[config.mk]
export PLATFORM = sky130hd
export DESIGN_NAME = utf8_stream_decoder_unit
export DESIGN_NICKNAME = d
export VERILOG_FILES = /design/src/hw/rtl/utf8d_pkg.sv /design/src/hw/rtl/utf8d_front.sv /design/src/hw/rtl/utf8d_queue.sv /design/src/hw/rtl/utf8d_back.sv /design/src/hw/rtl/utf8_stream_decoder_unit.sv
export SDC_FILE = /design/constraint.sdc
export NUM_CORES = 1
export LEC_CHECK = 0
export ABC_AREA = 0
export BUFFER_PORTS_ARGS = -buffer_cell sky130_fd_sc_hd__buf_4
export CAP_MARGIN = 10
export CORE_ASPECT_RATIO = 1.5
export CORE_MARGIN = 2
export CORE_UTILIZATION = 50
export DETAILED_ROUTE_END_ITERATION = 8
export GPL_ROUTABILITY_DRIVEN = 0
export PLACE_DENSITY = 0.7
export SLEW_MARGIN = 30
export SYNTH_ARGS = -nofsm -noshare
export SYNTH_HDL_FRONTEND = slang
export SYNTH_SLANG_ARGS = --single-unit
[constraint.sdc]
create_clock -name clk -period 2.5 [get_ports clk]
set_input_delay 0.25 -clock clk [delete_from_list [all_inputs] [get_ports clk]]
set_output_delay 0.25 -clock clk [all_outputs]
set_load 0.01 [all_outputs]
[src/hw/rtl/utf8d_pkg.sv]
// utf8d_pkg: shared types and constants for the utf-8 stream decoder
// used by utf8d_front, utf8d_queue, utf8d_back and utf8_stream_decoder_unit
`timescale 1ns / 1ps

package utf8d_pkg;

  localparam int unsigned CP_W    = 21;
  localparam int unsigned BYTE_W  = 8;
  localparam int unsigned PEND_W  = 2;
  localparam int unsigned ODATA_W = 24;

  localparam logic [CP_W-1:0] REPL_RESET = 21'h00FFFD;

  // byte classes by upper bound
  localparam logic [BYTE_W-1:0] ASCII_MAX = 8'h7F;
  localparam logic [BYTE_W-1:0] CONT_MAX  = 8'hBF;
  localparam logic [BYTE_W-1:0] LEAD2_MAX = 8'hDF;
  localparam logic [BYTE_W-1:0] LEAD3_MAX = 8'hEF;
  localparam logic [BYTE_W-1:0] LEAD4_MAX = 8'hF7;

  localparam logic [5:0] CONT_MASK  = 6'h3F;
  localparam logic [4:0] LEAD2_MASK = 5'h1F;
  localparam logic [3:0] LEAD3_MASK = 4'h0F;
  localparam logic [2:0] LEAD4_MASK = 3'h07;

  typedef enum logic [2:0] {
    BC_ASCII,
    BC_CONT,
    BC_LEAD2,
    BC_LEAD3,
    BC_LEAD4,
    BC_INVALID
  } byte_class_t;

  // one queued job: a main result, optionally preceded by a replacement
  typedef struct packed {
    logic [CP_W-1:0] cp;      // don't care when err is set
    logic            err;     // main result is the replacement code
    logic            pre_rep; // replacement goes out before the main result
    logic            last;    // main result closes the string
  } job_t;

  typedef struct packed {
    logic full;
    logic nonempty;
  } q_status_t;

endpackage

[src/hw/rtl/utf8d_front.sv]
// utf8d_front: accepts bytes, tracks the open sequence and builds result jobs
// depends on utf8d_pkg
`timescale 1ns / 1ps

module utf8d_front (
  input  logic                            clk,
  input  logic                            rst_n,
  input  logic                            in_tvalid,
  output logic                            in_tready,
  input  logic [utf8d_pkg::BYTE_W-1:0]    in_byte,
  input  logic                            in_last,
  input  utf8d_pkg::q_status_t            q_stat,
  output logic                            push,
  output utf8d_pkg::job_t                 push_job
);
  import utf8d_pkg::*;

  logic [PEND_W-1:0] pending_r, pending_nxt;
  logic [CP_W-1:0]   acc_r, acc_nxt;
  logic              accept;
  byte_class_t       bclass;
  logic [CP_W-1:0]   acc_shift;
  logic              emit;
  job_t              job;

  assign in_tready = !q_stat.full;
  assign accept    = in_tvalid && in_tready;
  assign acc_shift = {acc_r[CP_W-7:0], in_byte[5:0] & CONT_MASK};

  always_comb begin
    priority if (in_byte <= ASCII_MAX) bclass = BC_ASCII;
    else if (in_byte <= CONT_MAX)      bclass = BC_CONT;
    else if (in_byte <= LEAD2_MAX)     bclass = BC_LEAD2;
    else if (in_byte <= LEAD3_MAX)     bclass = BC_LEAD3;
    else if (in_byte <= LEAD4_MAX)     bclass = BC_LEAD4;
    else                               bclass = BC_INVALID;
  end

  always_comb begin
    pending_nxt = pending_r;
    acc_nxt     = acc_r;
    emit        = 1'b0;
    job.cp      = acc_shift;
    job.err     = 1'b0;
    job.pre_rep = 1'b0;
    job.last    = in_last;
    unique case (bclass)
      BC_ASCII: begin
        emit        = 1'b1;
        job.pre_rep = (pending_r != '0);
        job.cp      = {{(CP_W-BYTE_W){1'b0}}, in_byte};
        pending_nxt = '0;
      end
      BC_CONT: begin
        if (pending_r != '0) begin
          acc_nxt     = acc_shift;
          pending_nxt = pending_r - 1'b1;
          emit        = (pending_r == PEND_W'(1));
        end else begin
          emit    = 1'b1;
          job.err = 1'b1;
        end
      end
      BC_LEAD2: begin
        pending_nxt = PEND_W'(1);
        acc_nxt     = {{(CP_W-5){1'b0}}, in_byte[4:0] & LEAD2_MASK};
      end
      BC_LEAD3: begin
        pending_nxt = PEND_W'(2);
        acc_nxt     = {{(CP_W-4){1'b0}}, in_byte[3:0] & LEAD3_MASK};
      end
      BC_LEAD4: begin
        pending_nxt = PEND_W'(3);
        acc_nxt     = {{(CP_W-3){1'b0}}, in_byte[2:0] & LEAD4_MASK};
      end
      BC_INVALID: begin
        emit        = 1'b1;
        job.err     = 1'b1;
        pending_nxt = '0;
      end
      default: begin
        emit = 1'b0;
      end
    endcase
    // unfinished sequence at string end; nothing else was emitted in that case
    if (in_last) begin
      if (pending_nxt != '0) begin
        emit    = 1'b1;
        job.err = 1'b1;
      end
      pending_nxt = '0;
      acc_nxt     = '0;
    end
  end

  assign push     = accept && emit;
  assign push_job = job;

  always_ff @(posedge clk) begin
    if (!rst_n) begin
      pending_r <= '0;
      acc_r     <= '0;
    end else if (accept) begin
      pending_r <= pending_nxt;
      acc_r     <= acc_nxt;
    end
  end

`ifndef NO_ASSERTIONS
  a_last_clears: assert property (@(posedge clk) disable iff (!rst_n)
    accept && in_last |=> pending_r == '0 && acc_r == '0)
    else $error("state not cleared after last beat");
  a_last_emits: assert property (@(posedge clk) disable iff (!rst_n)
    accept && in_last |-> push)
    else $error("last beat produced no result");
`endif

endmodule

[src/hw/rtl/utf8d_queue.sv]
// utf8d_queue: small job queue between front and back
// depends on utf8d_pkg
`timescale 1ns / 1ps

module utf8d_queue #(
  parameter int unsigned DEPTH = 4
) (
  input  logic                 clk,
  input  logic                 rst_n,
  input  logic                 push,
  input  utf8d_pkg::job_t      push_job,
  input  logic                 pop,
  output utf8d_pkg::job_t      head_job,
  output utf8d_pkg::q_status_t q_stat
);
  import utf8d_pkg::*;

  localparam int unsigned PTR_W = (DEPTH > 1) ? $clog2(DEPTH) : 1;
  localparam int unsigned CNT_W = $clog2(DEPTH + 1);

  job_t              slots_r [DEPTH];
  logic [PTR_W-1:0]  wr_ptr_r, wr_ptr_nxt;
  logic [PTR_W-1:0]  rd_ptr_r, rd_ptr_nxt;
  logic [CNT_W-1:0]  count_r, count_nxt;

  function automatic logic [PTR_W-1:0] ptr_inc(input logic [PTR_W-1:0] p);
    if (p == PTR_W'(DEPTH - 1)) return '0;
    return p + 1'b1;
  endfunction

  assign q_stat.full     = (count_r == CNT_W'(DEPTH));
  assign q_stat.nonempty = (count_r != '0);
  assign head_job        = slots_r[rd_ptr_r];

  always_comb begin
    wr_ptr_nxt = push ? ptr_inc(wr_ptr_r) : wr_ptr_r;
    rd_ptr_nxt = pop ? ptr_inc(rd_ptr_r) : rd_ptr_r;
    count_nxt  = count_r + CNT_W'(push) - CNT_W'(pop);
  end

  always_ff @(posedge clk) begin
    if (!rst_n) begin
      wr_ptr_r <= '0;
      rd_ptr_r <= '0;
      count_r  <= '0;
    end else begin
      wr_ptr_r <= wr_ptr_nxt;
      rd_ptr_r <= rd_ptr_nxt;
      count_r  <= count_nxt;
    end
  end

  always_ff @(posedge clk) begin
    if (push) begin
      slots_r[wr_ptr_r] <= push_job;
    end
  end

`ifndef NO_ASSERTIONS
  a_no_overflow: assert property (@(posedge clk) disable iff (!rst_n)
    push |-> !q_stat.full || pop)
    else $error("push into full queue");
  a_no_underflow: assert property (@(posedge clk) disable iff (!rst_n)
    pop |-> q_stat.nonempty)
    else $error("pop from empty queue");
`endif

endmodule

[src/hw/rtl/utf8d_back.sv]
// utf8d_back: expands queued jobs into result beats on an output register
// depends on utf8d_pkg
`timescale 1ns / 1ps

module utf8d_back (
  input  logic                          clk,
  input  logic                          rst_n,
  input  logic [utf8d_pkg::CP_W-1:0]    repl_code,
  input  utf8d_pkg::job_t               head_job,
  input  utf8d_pkg::q_status_t          q_stat,
  output logic                          pop,
  output logic                          out_tvalid,
  input  logic                          out_tready,
  output logic [utf8d_pkg::CP_W-1:0]    out_cp,
  output logic                          out_err,
  output logic                          out_run_last,
  output logic                          out_end
);
  import utf8d_pkg::*;

  logic            valid_r;
  logic            phase_r, phase_nxt;  // set once the leading replacement went out
  logic [CP_W-1:0] cp_r, cp_nxt;
  logic            err_r, err_nxt;
  logic            run_last_r, run_last_nxt;
  logic            end_r, end_nxt;
  logic            load;
  logic            first_half;

  assign load       = q_stat.nonempty && (!valid_r || out_tready);
  assign first_half = head_job.pre_rep && !phase_r;
  assign pop        = load && !first_half;

  always_comb begin
    phase_nxt    = phase_r;
    cp_nxt       = cp_r;
    err_nxt      = err_r;
    run_last_nxt = run_last_r;
    end_nxt      = end_r;
    if (load) begin
      phase_nxt = first_half;
      if (first_half) begin
        cp_nxt       = repl_code;
        err_nxt      = 1'b1;
        run_last_nxt = 1'b0;
        end_nxt      = 1'b0;
      end else begin
        cp_nxt       = head_job.err ? repl_code : head_job.cp;
        err_nxt      = head_job.err;
        run_last_nxt = 1'b1;
        end_nxt      = head_job.last;
      end
    end
  end

  always_ff @(posedge clk) begin
    if (!rst_n) begin
      valid_r <= 1'b0;
      phase_r <= 1'b0;
    end else begin
      phase_r <= phase_nxt;
      if (load) begin
        valid_r <= 1'b1;
      end else if (out_tready) begin
        valid_r <= 1'b0;
      end
    end
  end

  always_ff @(posedge clk) begin
    cp_r       <= cp_nxt;
    err_r      <= err_nxt;
    run_last_r <= run_last_nxt;
    end_r      <= end_nxt;
  end

  assign out_tvalid   = valid_r;
  assign out_cp       = cp_r;
  assign out_err      = err_r;
  assign out_run_last = run_last_r;
  assign out_end      = end_r;

`ifndef NO_ASSERTIONS
  a_phase_has_job: assert property (@(posedge clk) disable iff (!rst_n)
    phase_r |-> q_stat.nonempty)
    else $error("second half pending with empty queue");
`endif

endmodule

[src/hw/rtl/utf8_stream_decoder_unit.sv]
// utf8_stream_decoder_unit: lenient utf-8 byte stream to code point decoder
// depends on utf8d_pkg, utf8d_front, utf8d_queue, utf8d_back
`timescale 1ns / 1ps

// One byte is taken per beat and up to two code points come out for it. The front
// classifies every byte in the cycle it is accepted and can take a byte each clock;
// the back sends one result beat per clock while the receiver is ready, so a byte
// that yields a replacement and an ascii code point takes two result beats. A queue
// of QUEUE_DEPTH jobs sits between them, so input only stalls when that queue fills.
// On an idle block an accepted byte is written into the queue and then loaded into
// the output register as its first result beat. The replacement code register
// resets to U+FFFD and is meant to be written only while no string is in flight.
module utf8_stream_decoder_unit #(
  parameter int unsigned QUEUE_DEPTH = 4
) (
  input  logic        clk,
  input  logic        rst_n,
  input  logic        cfg_wr_en,
  input  logic [20:0] cfg_wr_data,   // replacement_code
  input  logic        in_tvalid,
  output logic        in_tready,
  input  logic [7:0]  in_tdata,      // [7:0] data_byte
  input  logic        in_tlast,      // last_byte
  output logic        out_tvalid,
  input  logic        out_tready,
  output logic [23:0] out_tdata,     // [20:0] code_point, [23:21] zero
  output logic [1:0]  out_tuser,     // [0] is_error, [1] run_last
  output logic        out_tlast      // string_end
);
  import utf8d_pkg::*;

  logic [CP_W-1:0] repl_code_r;
  logic            push, pop;
  job_t            push_job, head_job;
  q_status_t       q_stat;
  logic [CP_W-1:0] res_cp;
  logic            res_err, res_run_last;

  always_ff @(posedge clk) begin
    if (!rst_n) begin
      repl_code_r <= REPL_RESET;
    end else if (cfg_wr_en) begin
      repl_code_r <= cfg_wr_data;
    end
  end

  utf8d_front u_front (
    .clk       (clk),
    .rst_n     (rst_n),
    .in_tvalid (in_tvalid),
    .in_tready (in_tready),
    .in_byte   (in_tdata),
    .in_last   (in_tlast),
    .q_stat    (q_stat),
    .push      (push),
    .push_job  (push_job)
  );

  utf8d_queue #(.DEPTH(QUEUE_DEPTH)) u_queue (
    .clk      (clk),
    .rst_n    (rst_n),
    .push     (push),
    .push_job (push_job),
    .pop      (pop),
    .head_job (head_job),
    .q_stat   (q_stat)
  );

  utf8d_back u_back (
    .clk          (clk),
    .rst_n        (rst_n),
    .repl_code    (repl_code_r),
    .head_job     (head_job),
    .q_stat       (q_stat),
    .pop          (pop),
    .out_tvalid   (out_tvalid),
    .out_tready   (out_tready),
    .out_cp       (res_cp),
    .out_err      (res_err),
    .out_run_last (res_run_last),
    .out_end      (out_tlast)
  );

  assign out_tdata = {{(ODATA_W-CP_W){1'b0}}, res_cp};
  assign out_tuser = {res_run_last, res_err};

endmodule

# Yosys cells after proc, flatten, opt, wreduce, memory -nomap -nowiden
# Memories as Yosys holds them, arrays and structs flattened. A register that Yosys moved wholly into a read port is not among the register bits.
# Index checks and enable logic that the tools add are counted.
# op_classes
addsub,5
n_lt_le_gt_ge,5
n_eq_ne,10
n_mux,36
reduce_logical,18
# ops
op,count
2-to-1 mux 21 bit,3
case mux 15 bit (4 select lines),1
<= comparator 8 bit (second input constant),4
2-to-1 mux 15 bit,2
2-to-1 mux 2 bit,8
2-to-1 mux 1 bit,15
2-to-1 mux 3 bit,4
case mux 2 bit (5 select lines),1
equality test 3 bit (second input constant),3
<= comparator 8 x 7 -> 1 bit (second input constant),1
equality test 3 x 2 -> 1 bit (second input constant),2
nonzero test 2 bit,3
logical AND 1 bit,5
nonzero test 5 bit,1
adder 2 x 1 -> 2 bit (second input constant),2
equality test 2 bit (second input constant),2
zero test 1 bit,4
case mux 1 bit (2 select lines),2
adder 3 x 1 -> 3 bit,1
equality test 3 x 1 -> 1 bit (second input constant),1
zero test 3 bit,1
!= test 3 x 2 -> 1 bit (second input constant),1
AND reduction 3 bit,1
nonzero test 3 bit,1
5 further kinds,5
# word_totals
register_bits,71
ram_bits,96
input_bits,35
out_inout_bits,29
elab_cells,87
memories,1
# mem_list
memory,depth,word_bits,read_ports,rd_clocked_by_memory_dff,write_ports,line_no,text
u_queue.slots_r,4,24,1,1,1,utf8d_queue.sv:21,job_t slots_r [DEPTH];

# Logic depth before layout (Yosys ltp)
# Gate-level depths: netlist (run 1).
# logic_depth
ltp_word,15
depth_mapped,11
mapped_depth_nobuf,10

# By module
# From an unflattened synthesis (run 1), not the netlist that was laid out.
# hier_totals
hier_cells,398
area_unflattened_um2,6799.0
# by_module_without_submodules
module,instances,cells_each,area_each_um2,seq_area_each_um2
utf8d_queue,1,170,3962.6,3062.9
utf8d_back,1,63,1176.1,760.7
utf8d_front,1,91,844.6,340.3
utf8_stream_decoder_unit,1,74,815.8,420.4

# Least setup slack after synthesis (run 1)
# OpenSTA, ideal clock, no wires.
# synth_path
path_type,register -> register
from,reg (tool-made name)
to,reg u_queue.count_r[2]
setup_ns,0.128
arrival_ns,2.371
t_required_ns,2.372
setup_slack_ns,0.001
path_stages_with_launch,12
n_path_buf,1
period_less_slack_ns,2.499
path_cell_list,dfxtp_1 -> buf_6 -> mux4_2 -> nor2b_4 -> nor2_1 -> ha_1 -> inv_1 -> ha_1 -> fa_1 -> xnor2_1 -> xnor2_1 -> nor2_1
# synth_lines
item,line_no,text
"end signal, assigned",utf8d_queue.sv:49,count_r <= count_nxt;
"end, declared",utf8d_queue.sv:24,"logic [CNT_W-1:0] count_r, count_nxt;"

==> PnR_summary.wiki, run 1 <==
{| class="wikitable"
! Metric !! Value
|-
| Status || completed
|-
| Sequence of cells on the critical path || mux4_2 > nor2b_4 > nor2_2 > ha_1 > inv_1 > ha_1 > fa_2 > xnor2_2 > xnor2_1 > nor2_1
|-
| Power per cell area || 1026 mW/mm^2
|-
| Height of the chip || approximately 150 um
|-
| Startpoint-to-endpoint class of the critical path || register to register
|-
| Fraction of final layout cells sized beyond drive strength 1 || 0.3218
|-
| Iteration-0 DRC Markers || 214
|-
| Launch point of the worst hold path || cfg_wr_data[6]
|-
| Worst hold-check slack || 0.05009 ns
|-
| Data required time at the worst endpoint || 2.79 ns
|-
| Largest cells by area after synthesis || sky130_fd_sc_hd__edfxtp_1 53%, sky130_fd_sc_hd__dfxtp_1 15%, sky130_fd_sc_hd__mux4_2 8.0%, sky130_fd_sc_hd__mux2_4 4.2%, sky130_fd_sc_hd__mux2i_1 4.0%
|-
| HPWL after DPL || 7686 um
|-
| Fin. Hold Viols || 0
|-
| Main combinational cell family by area after synthesis || multiplexers
|-
| Critical path data arrival time || 2.64 ns
|-
| Total Negative Setup Slacks || 0 ns
|-
| Sequential Area || 0.004584 sq mm
|-
| Filler instances || 1007
|-
| Sinks on the clock net || 169
|-
| Critical path's slowest cell || sky130_fd_sc_hd__mux4_2
|-
| Fin crit share || 0.9403
|-
| Biggest area consumer among synthesized cells || sky130_fd_sc_hd__edfxtp_1
|-
| Final Critical Period || 2.351 ns
|-
| Number of max-slew violations in the final report || 0
|-
| Number of buffers created by CTS || 17
|-
| Vias per Instance || 5.423
|-
| Share of async-settable or async-resettable flops after synthesis || 0
|-
| Remaining design rule violation count || 0
|-
| Share of the synthesized area in compound gates (AO/OA/AOI/OAI) || 0.03098
|-
| Layout Area Growth over Synthesis || 17.92%
|-
| Cts hold-fix bufs || 0
|-
| Unrepaired setup endpoints after global routing || no
|-
| Top-area cell type share of the netlist area || 0.5343
|-
| Routed wire length || 11960 um
|-
| Residual antenna-violating net count after detailed routing || 0
|-
| Number of flip-flops and latches in the synthesized netlist || about 170
|-
| Routed length per placed instance || 18.32 um
|-
| Die outline width || ~100 um
|-
| Setup skew after layout || 0.009108 ns
|-
| Post-Synth Adder-Cell Area || 0.01596
|-
| Number of stages on the worst hold path || 3
|-
| Initial antenna violation count || 0
|-
| IO Pins || 64
|-
| Hold-critical path endpoint || repl_code_r[6]
|-
| Number of setup violations in the final report || 0
|-
| Largest stage delay on the critical path || 0.51 ns
|-
| Top post-synthesis cells by count || 120 x sky130_fd_sc_hd__edfxtp_1, 49 x sky130_fd_sc_hd__dfxtp_1, 28 x sky130_fd_sc_hd__nand2_1
|-
| CTS root buf || sky130_fd_sc_hd__clkbuf_16
|-
| Final net count || 521
|-
| Area inside the core boundary || 0.01334 sq mm
|-
| Largest net degree at the start of global routing || 25
|-
| Antenna fix cells || 0
|-
| Setup repair bufs after CTS || 0
|-
| Per-instance average area after synthesis || around 16 sq um
|-
| Slack of the worst reg-to-reg path || 0.15 ns
|-
| Most common cell in the netlist || sky130_fd_sc_hd__edfxtp_1
|-
| Router iterations before antenna repair || 4
|-
| Combined area of the multi-input logic cells || 0.001979 sq mm
|-
| Summed instance area of the synthesized netlist || 0.006744 sq mm
|-
| Crit path top cell by count || sky130_fd_sc_hd__ha_1
|-
| Number of different library cells in the post-synthesis netlist || 44
|-
| Area fraction in and, or, nand and nor cells after synthesis || 0.07180
|-
| Worst-Margin Slew || 0.6456 ns
|-
| Reg clk slew, reported paths || 0.06 ns
|-
| # Max-Cap Violations || 0
|-
| Maximum ir drop on the vdd rail || 0.5317 mV
|-
| Post-synthesis xor/xnor area fraction || 0.002597
|-
| Worst min-delay path class || input pin to register
|-
| Overall power of the completed layout || 8.162 mW
|-
| Maximum root-to-sink buffer count || 2
|-
| Startpoint type of the worst setup path || register
|-
| Via count of the first global-routing pass || 3716
|-
| First-pass GRT wire length || 19380 um
|-
| Starting density of the core || 0.5056
|-
| Gate count after technology mapping || 409
|-
| Total number of placement rows || 52
|-
| TritonCTS clock tree || yes
|-
| Fmax || 425.4 MHz
|-
| Top fanout value on the critical path || 4
|-
| Worst slew slack as a fraction of its limit || 0.5680
|-
| Multiplexer share of the synthesized area || 0.1675
|-
| Global route total overflow || 0
|-
| Yosys warning count || 0
|-
| Leakage power of the design || 2.996 nW
|-
| Count of flip-flops with a built-in enable after synthesis || 120
|-
| Number of levels the H-tree was split into || 4
|-
| Number of vias after detailed routing || 3541
|-
| Overall fraction of global-route tracks in use || 0.1750
|-
| Die Outline Area || roughly 0.014 sq mm
|-
| Sequential area share after synthesis || 0.6798
|-
| Worst setup EP type || register
|-
| Clock latency reported for the late side of the worst-skew pair || 0.41 ns
|-
| Crit Reg-Reg Endpoint || u_queue.count_r[2]
|-
| IO buf count || 60
|-
| R2R depth || 10
|-
| Main flop type after synthesis || sky130_fd_sc_hd__edfxtp_1
|}
==> per-layer routing <==
metal	GRT usage	routed length, um
met1	0.2200	4870
met2	0.2946	6354
met3	0.04739	549
met4	0.05616	185
met5	0	0
==> registers in the layout, summed over array words and instances, names as in the netlist, named ones only <==
name and flops:
u_queue.wr_ptr_r 2, u_front.acc_r 15, u_back.out_run_last 1, u_back.out_cp 21, u_queue.slots_r 96, u_back.out_tvalid 1
u_back.out_end 1, u_front.pending_r 2, u_back.phase_r 1, u_back.out_err 1, u_queue.count_r 3, u_queue.rd_ptr_r 2
repl_code_r 21
==> through the flow <==
step / instance area [sq um] / instances / util / worst slack (ns)
2_1_floorplan: 6751 / 411 / - / 0.001174
3_3_place_gp: 7360 / 621 / 0.5518 / 0.09132
3_5_place_dp: 7360 / 621 / 0.5518 / 0.04653
4_1_cts: 7933 / 653 / 0.5947 / 0.03689
5_1_grt: 7953 / 653 / 0.5962 / 0.02921
6_report: 7953 / 653 / 0.5962 / 0.1493
==> timing repair <==
action	in CTS	in global routing
gates resized for setup	0	5
hold endpoints to repair	0	0
endpoints found under the setup margin	0	1
==> final cells by class <==
cell class / count / share of cell area
tap: 162 / 0.02549
multi-input combinational: 204 / 0.2489
sequential: 169 / 0.5765
inverter: 12 / 0.005664
clock buffer: 25 / 0.06372
clock inverter: 7 / 0.008339
timing repair buffer: 74 / 0.07143
==> cells in the final DEF (no fill, tap or decap), types with 2 or more instances in the layout <==
| cell | instances |
|---|---|
| sky130_fd_sc_hd__a21oi_1 | 6 |
| sky130_fd_sc_hd__a22o_1 | 12 |
| sky130_fd_sc_hd__and2_1 | 24 |
| sky130_fd_sc_hd__buf_4 | 73 |
| sky130_fd_sc_hd__clkbuf_1 | 4 |
| sky130_fd_sc_hd__clkbuf_16 | 18 |
| sky130_fd_sc_hd__clkbuf_8 | 3 |
| sky130_fd_sc_hd__clkinv_2 | 4 |
| sky130_fd_sc_hd__conb_1 | 3 |
| sky130_fd_sc_hd__dfxtp_1 | 49 |
| sky130_fd_sc_hd__edfxtp_1 | 120 |
| sky130_fd_sc_hd__ha_1 | 7 |
| sky130_fd_sc_hd__inv_1 | 12 |
| sky130_fd_sc_hd__mux2_2 | 3 |
| sky130_fd_sc_hd__mux2_4 | 19 |
| sky130_fd_sc_hd__mux2i_1 | 27 |
| sky130_fd_sc_hd__mux4_2 | 24 |
| sky130_fd_sc_hd__nand2_1 | 28 |
| sky130_fd_sc_hd__nand2b_1 | 4 |
| sky130_fd_sc_hd__nor2_1 | 14 |
| sky130_fd_sc_hd__nor2b_1 | 3 |
| sky130_fd_sc_hd__nor3b_1 | 2 |
| sky130_fd_sc_hd__o21ai_0 | 3 |
| sky130_fd_sc_hd__or2_2 | 2 |
| sky130_fd_sc_hd__or3_1 | 3 |
==> worst max-delay path by stage <==
stage               startpoint            endpoint  slack (ns)
CTS                   register  u_queue.count_r[2]        0.04
global placement      register  u_queue.count_r[2]        0.09
finish                register  u_queue.count_r[2]        0.15
floorplan             register  u_queue.count_r[2]       0.001
global route          register  u_queue.count_r[2]        0.03
detailed placement    register  u_queue.count_r[2]        0.05
==> report_power, final <==
group	total (mW)	switching (mW)	internal, mW
sequential	3.65	0.139	3.52
combinational	2.03	0.954	1.07
clock	2.48	0.976	1.51
==> critical path, delay by kind of cell (launching register included) <==
kind	cells	cell delay (ns)
AND/OR/NAND/NOR	3	0.35
adder cells (fa/ha/maj)	3	0.67
XOR/XNOR	2	0.30
flip-flops	1	0.35
buffers and inverters	1	0.04
multiplexers	1	0.51
==> kinds of logic after synthesis <==
group | Yosys count
AO/OA/AOI/OAI | 28
XOR/XNOR | 2
adder cells (fa/ha/maj) | 8
multiplexers | 73
other | 1
buffers and inverters | 38
flip-flops | 169
AND/OR/NAND/NOR | 90
Note: power is estimated with default switching activity, not from simulation.
==> run 2: changes to the inputs <==
Settings changed: CTS_BUF_LIST set to sky130_fd_sc_hd__clkbuf_8.
==> PnR_summary.wiki, run 2 (synthesis results as in run 1) <==
{| class="wikitable"
! Metric !! Value
|-
| Starting density of the core || 0.5056 (unchanged)
|-
| Power per cell area || 967.0 mW/mm^2 (-5.8%)
|-
| Most frequent standard cell in the layout excluding fill and tap cells || sky130_fd_sc_hd__edfxtp_1
|-
| Setup skew after layout || 0.01708 ns (+0.007975 ns)
|-
| Via count of the first global-routing pass || 3668 (-1.3%)
|-
| Final net count || 521 (unchanged)
|-
| Reg clk slew, reported paths || 0.09 ns (+0.03 ns)
|-
| Number of vias after detailed routing || 3491 (-1.4%)
|-
| Critical path data arrival time || 2.66 ns (+0.02 ns)
|-
| Initial antenna violation count || 0 (unchanged)
|-
| Overall fraction of global-route tracks in use || 0.1701 (-0.004932)
|-
| Fmax || 425.3 MHz (about the same)
|-
| Worst min-delay path class || input pin to register
|-
| Remaining design rule violation count || 0 (unchanged)
|-
| R2R depth || 10 (unchanged)
|-
| Number of levels the H-tree was split into || 4 (unchanged)
|-
| Data required time at the worst endpoint || 2.81 ns (+0.02 ns)
|-
| Final instance count without filler cells || 653 (unchanged)
|-
| Worst setup EP type || register
|-
| Overall power of the completed layout || 7.511 mW (-8.0%)
|-
| TritonCTS clock tree || yes
|-
| Router iterations before antenna repair || 5 (+1)
|-
| Unrepaired setup endpoints after global routing || no
|-
| Number of setup violations in the final report || 0 (unchanged)
|-
| Iteration-0 DRC Markers || 181 (-15%)
|-
| CTS root buf || sky130_fd_sc_hd__clkbuf_8
|-
| Startpoint-to-endpoint class of the critical path || register to register
|-
| Fin. Hold Viols || 0 (unchanged)
|-
| Height of the chip || 146.2 um (unchanged)
|-
| Total number of placement rows || 52 (unchanged)
|-
| Final Critical Period || 2.351 ns (+0.0004620 ns)
|-
| Placed cells || 621 (unchanged)
|-
| Die outline width || 98.83 um (unchanged)
|-
| Antenna fix cells || 0 (unchanged)
|-
| Global route total overflow || 0 (unchanged)
|-
| Startpoint type of the worst setup path || register
|-
| Register ranked first by flip-flop count || u_queue.slots_r
|-
| Filler instances || 1032 (+2.5%)
|-
| Fraction of final layout cells sized beyond drive strength 1 || 0.3238 (+0.002037)
|-
| Routed length per placed instance || 17.95 um (-2.0%)
|-
| Launch point of the worst hold path || cfg_wr_data[6]
|-
| IO Pins || 64 (unchanged)
|-
| Sinks on the clock net || 169 (unchanged)
|-
| Fin area || 0.007767 sq mm (-2.3%)
|-
| Area inside the core boundary || 0.01334 sq mm (unchanged)
|-
| Highest-count cells in the layout ignoring fill and taps || 120 x sky130_fd_sc_hd__edfxtp_1, 73 x sky130_fd_sc_hd__buf_4, 48 x sky130_fd_sc_hd__dfxtp_1
|-
| Slack of the worst reg-to-reg path || 0.15 ns (about the same)
|-
| Top fanout value on the critical path || 4 (unchanged)
|-
| Hold-critical path endpoint || repl_code_r[6]
|-
| Status || completed
|-
| Maximum root-to-sink buffer count || 2 (unchanged)
|-
| Cts hold-fix bufs || 0 (unchanged)
|-
| Routed wire length || 11720 um (-2.0%)
|-
| Layout Area Growth over Synthesis || 15.18%
|-
| Setup repair bufs after CTS || 0 (unchanged)
|-
| Number of flip-flops under the largest register name || 96 (unchanged)
|-
| Number of buffers created by CTS || 17 (unchanged)
|-
| Total Negative Setup Slacks || 0 ns (unchanged)
|-
| Die Outline Area || 0.01445 sq mm (unchanged)
|-
| Worst slew slack as a fraction of its limit || 0.5799 (+0.01191)
|-
| Maximum ir drop on the vdd rail || 0.5879 mV (+11%)
|-
| Residual antenna-violating net count after detailed routing || 0 (unchanged)
|-
| IO buf count || 60 (unchanged)
|-
| Leakage power of the design || 2.928 nW (-2.3%)
|-
| HPWL after DPL || 7686 um (unchanged)
|-
| Worst-Margin Slew || 0.6278 ns (-0.01780 ns)
|-
| Worst hold-check slack || 0.03005 ns (-0.02004 ns)
|-
| R2R Path Start || u_queue.slots_r[0][1]
|-
| # Max-Cap Violations || 0 (unchanged)
|-
| Largest net degree at the start of global routing || 25 (unchanged)
|-
| Clock latency reported for the late side of the worst-skew pair || 0.43 ns (+0.02 ns)
|-
| Number of max-slew violations in the final report || 0 (unchanged)
|-
| Number of stages on the worst hold path || 3 (unchanged)
|-
| Crit Reg-Reg Endpoint || u_queue.count_r[2]
|-
| Fin crit share || 0.9404 (about the same)
|-
| First-pass GRT wire length || 18910 um (-2.4%)
|-
| Area after detailed placement || 0.007360 sq mm (unchanged)
|-
| Vias per Instance || 5.346 (-1.4%)
|}
==> run 2: cell types whose count changed in the layout (fill, tap and decap cells not counted), sizes merged <==
cell    change
bufinv      +1
clkbuf      -5
inv         +4
==> run 2: metal layers <==
layer | GRT usage | routed length (um) | vias to the layer above
li1 | - | - | 1653
met1 | 0.2169 | 4837 | 1745
met2 | 0.2882 | 6210 | 82
met3 | 0.03638 | 528 | 11
met4 | 0.05822 | 147 | 0
met5 | 0 | 0 | -
==> run 2: worst max-delay path by stage <==
stage                     slack [ns]  depth (start not counted)                   from                  to
after floorplan                0.001                         11               register  u_queue.count_r[2]
after global placement          0.09                         10               register  u_queue.count_r[2]
after detailed placement        0.05                         10               register  u_queue.count_r[2]
after CTS                       0.04                         10               register  u_queue.count_r[2]
after global routing            0.03                         10  u_queue.slots_r[0][1]  u_queue.count_r[2]
final                           0.15                         10  u_queue.slots_r[0][1]  u_queue.count_r[2]
==> run 2: cell type report <==
class,instances,area [sq um],share of cell area
Sequential cell,169,4586,0.5904
Multi-Input combinational cell,204,1979,0.2548
Timing Repair Buffer,74,568.0,0.07313
Clock buffer,20,275.3,0.03544
Tap cell,162,202.7,0.02610
Clock inverter,12,111.4,0.01434
Inverter,12,45.04,0.005799
==> run 2: what timing repair did <==
item / 4_1_cts / 5_1_grt
hold endpoints to repair: 0 / 0
gates resized for setup: 0 / 6
endpoints found under the setup margin: 0 / 1
==> run 2: power by group <==
| part | internal (mW) | total, mW | switching, mW |
|---|---|---|---|
| Clock | 0.949 | 1.84 | 0.888 |
| Sequential | 3.51 | 3.65 | 0.139 |
| Combinational | 1.07 | 2.02 | 0.951 |
| Total | 5.53 | 7.51 | 1.98 |
==> run 2: through the flow <==
| stage | util | setup WS [ns] |
|---|---|---|
| 6_report | 0.5824 | 0.1489 |
| 5_1_grt | 0.5824 | 0.03371 |
| 4_1_cts | 0.5808 | 0.03834 |
| 3_5_place_dp | 0.5518 | 0.04653 |
| 3_3_place_gp | 0.5518 | 0.09132 |
| 2_1_floorplan | - | 0.001174 |
==> run 2: critical path, cell delays in order (launching register included) <==
cell and delay [ns]:
sky130_fd_sc_hd__edfxtp_1 0.38, sky130_fd_sc_hd__mux4_2 0.48, sky130_fd_sc_hd__nor2b_4 0.17, sky130_fd_sc_hd__nor2_2 0.13, sky130_fd_sc_hd__ha_1 0.14, sky130_fd_sc_hd__inv_1 0.04
sky130_fd_sc_hd__ha_1 0.18, sky130_fd_sc_hd__fa_2 0.35, sky130_fd_sc_hd__xnor2_2 0.14, sky130_fd_sc_hd__xnor2_1 0.16, sky130_fd_sc_hd__nor2_1 0.05
==> run 3: changes to the inputs <==
Settings changed: CORE_UTILIZATION 50 to 35, PLACE_DENSITY 0.7 to 0.52.
==> PnR_summary.wiki, run 3 (synthesis results as in run 1) <==
{| class="wikitable"
! Metric !! Value
|-
| Routed length per placed instance || 16.46 um (-8.3%)
|-
| Iteration-0 DRC Markers || 206 (+14%)
|-
| Router iterations before antenna repair || 4 (-1)
|-
| Residual antenna-violating net count after detailed routing || 0 (unchanged)
|-
| Total number of placement rows || 62 (+19%)
|-
| Antenna fix cells || 0 (unchanged)
|-
| Number of buffers created by CTS || 17 (unchanged)
|-
| Filler instances || 1729 (+68%)
|-
| Number of max-slew violations in the final report || 0 (unchanged)
|-
| Final net count || 539 (+3.5%)
|-
| Initial antenna violation count || 0 (unchanged)
|-
| Met2 GRT Util || 0.2205 (-0.06766)
|-
| Most frequent standard cell in the layout excluding fill and tap cells || sky130_fd_sc_hd__edfxtp_1
|-
| Number of flip-flops under the largest register name || 96 (unchanged)
|-
| Post-route setup slack || 0.1241 ns (-0.02475 ns)
|-
| Area inside the core boundary || 0.01901 sq mm (+42%)
|-
| Critical path's slowest cell || sky130_fd_sc_hd__mux4_2
|-
| Met1 Track Usage GR || 0.1531 (-0.06377)
|-
| Final instance count without filler cells || 765 (+17%)
|-
| Startpoint-to-endpoint class of the critical path || register to register
|-
| Startpoint type of the worst setup path || register
|-
| HPWL after DPL || 8270 um (+7.6%)
|-
| Sinks on the clock net || 169 (unchanged)
|-
| Via count of the first global-routing pass || 3651 (-0.46%)
|-
| Register ranked first by flip-flop count || u_queue.slots_r
|-
| Number of levels the H-tree was split into || 4 (unchanged)
|-
| Routed wire length || 12590 um (+7.4%)
|-
| Largest net degree at the start of global routing || 25 (unchanged)
|-
| # Max-Cap Violations || 0 (unchanged)
|-
| Reg clk slew, reported paths || 0.08 ns (about the same)
|-
| Setup repair bufs after CTS || 0 (unchanged)
|-
| Number of setup violations in the final report || 0 (unchanged)
|-
| Final Critical Period || 2.376 ns (+0.02475 ns)
|-
| Area after detailed placement || 0.007530 sq mm (+2.3%)
|-
| Global route total overflow || 0 (unchanged)
|-
| Layout Area Growth over Synthesis || 19.31%
|-
| TritonCTS clock tree || yes
|-
| Worst slew slack as a fraction of its limit || 0.5884 (+0.008429)
|-
| Worst setup EP type || register
|-
| Setup skew after layout || 0.01133 ns (-0.005755 ns)
|-
| Die Outline Area || 0.02042 sq mm (+41%)
|-
| Worst min-delay path class || input pin to register
|-
| Clock latency reported for the late side of the worst-skew pair || 0.45 ns (+0.02 ns)
|-
| Crit path top cell by count || sky130_fd_sc_hd__ha_1
|-
| Global-route track usage on met3 || 0.03346 (-0.002916)
|-
| Number of vias after detailed routing || 3484 (-0.20%)
|-
| Total buffers and inverters traversed by the critical path || 1 (unchanged)
|-
| Remaining design rule violation count || 0 (unchanged)
|-
| Worst-Margin Slew || 0.6152 ns (-0.01260 ns)
|-
| Largest stage delay on the critical path || 0.50 ns (+0.02 ns)
|-
| Starting density of the core || 0.3548 (-0.1508)
|-
| Height of the chip || 174.0 um (+19%)
|-
| Fin area || 0.008046 sq mm (+3.6%)
|-
| Status || completed
|-
| Placed cells || 717 (+15%)
|-
| Sequence of cells on the critical path || mux4_2 > nor2b_4 > nor2_2 > ha_1 > inv_1 > ha_1 > fa_1 > xnor2_2 > xnor2_1 > nor2_1
|-
| Fraction of final layout cells sized beyond drive strength 1 || 0.3143 (-0.009487)
|-
| Vias per Instance || 4.554 (-15%)
|-
| Fmax || 420.9 MHz (-1.0%)
|-
| Leakage power of the design || 2.966 nW (+1.3%)
|-
| IO buf count || 60 (unchanged)
|-
| Power per cell area || 918.9 mW/mm^2 (-5.0%)
|-
| First-pass GRT wire length || 19950 um (+5.5%)
|-
| Die outline width || 117.3 um (+19%)
|-
| Maximum root-to-sink buffer count || 2 (unchanged)
|-
| Most crowded layer after global routing || met2
|-
| Cell type group with the largest total delay on the critical path || adder cells
|-
| Fin. Hold Viols || 0 (unchanged)
|-
| Highest-count cells in the layout ignoring fill and taps || 120 x sky130_fd_sc_hd__edfxtp_1, 72 x sky130_fd_sc_hd__buf_4, 48 x sky130_fd_sc_hd__dfxtp_1
|-
| Final Util || 0.4234 (-0.1590)
|-
| Overall fraction of global-route tracks in use || 0.1290 (-0.04113)
|-
| Data required time at the worst endpoint || 2.85 ns (+0.04 ns)
|-
| Critical path data arrival time || 2.72 ns (+0.06 ns)
|-
| CTS root buf || sky130_fd_sc_hd__clkbuf_8
|-
| Maximum ir drop on the vdd rail || 0.4468 mV (-24%)
|-
| Pre-CTS worst setup slack || 0.07179 ns (+0.02526 ns)
|-
| Fin crit share || 0.9503 (+0.009902)
|-
| IO Pins || 64 (unchanged)
|-
| Top fanout value on the critical path || 4 (unchanged)
|}
## run 3: cell count changes in the layout (fill, tap and decap cells not counted), moves of 2 or more
cell,change
sky130_fd_sc_hd__clkinvlp_4,+4
sky130_fd_sc_hd__inv_1,-3
sky130_fd_sc_hd__bufinv_16,-2
sky130_fd_sc_hd__dlygate4sd3_1,+16
sky130_fd_sc_hd__clkinv_1,+2
sky130_fd_sc_hd__buf_12,+3
## run 3: final timing paths
check / startpoint / to / slack [ns] / cells after the start
max reg2reg: u_queue.slots_r[3][1] / u_queue.count_r[2] / 0.12 / 10
max: u_queue.slots_r[3][1] / u_queue.count_r[2] / 0.12 / 10
min: cfg_wr_data[10] / repl_code_r[10] / 0.02 / 3
min reg2reg: u_front.acc_r[14] / u_front.acc_r[14] / 0.48 / 2
## run 3: cell type report
type,count,area [sq um],area share
clock buffers,19,261.5,0.03250
clock inverters,13,81.33,0.01011
inverters,12,45.04,0.005598
multi-input cells,204,1972,0.2451
flip-flops and latches,169,4586,0.5699
well taps,256,320.3,0.03981
repair buffers,92,780.7,0.09703
## run 3: worst min-delay path, cell delays in order
cell                      delay, ns
sky130_fd_sc_hd__buf_4         0.08
sky130_fd_sc_hd__mux2i_1       0.06
sky130_fd_sc_hd__nand2_1       0.06
## run 3: through the flow
step | setup TNS [ns] | power [mW] | hold slack, ns
after CTS | 0 | 7.463 | 0.001952
after floorplan | 0 | 5.110 | 0.3489
after global routing | -0.01415 | 7.770 | 0.02223
after detailed placement | 0 | 5.787 | 0.4587
final | 0 | 7.394 | 0.02280
after global placement | 0 | 5.745 | 0.4520
## run 3: what timing repair did
action                                 4_1_cts  5_1_grt
resized for setup                            0        4
setup endpoints to repair                    0        1
endpoints found under the hold margin       22        0
hold buffers                                16        0
## run 3: layer usage
layer  wire length (um)  vias to the layer above  share of wire
met3                401                       17          0.032
li1                   -                     1692              -
met5                  0                        -              0
met4                253                        0          0.020
met2               6393                       66           0.51
met1               5546                     1709           0.44
## run 3: power breakdown
| group | internal, mW | total [mW] | switching, mW |
|---|---|---|---|
| combinational | 1.11 | 2.07 | 0.962 |
| clock | 0.724 | 1.68 | 0.954 |
| sequential | 3.51 | 3.65 | 0.136 |
| total | 5.34 | 7.39 | 2.05 |
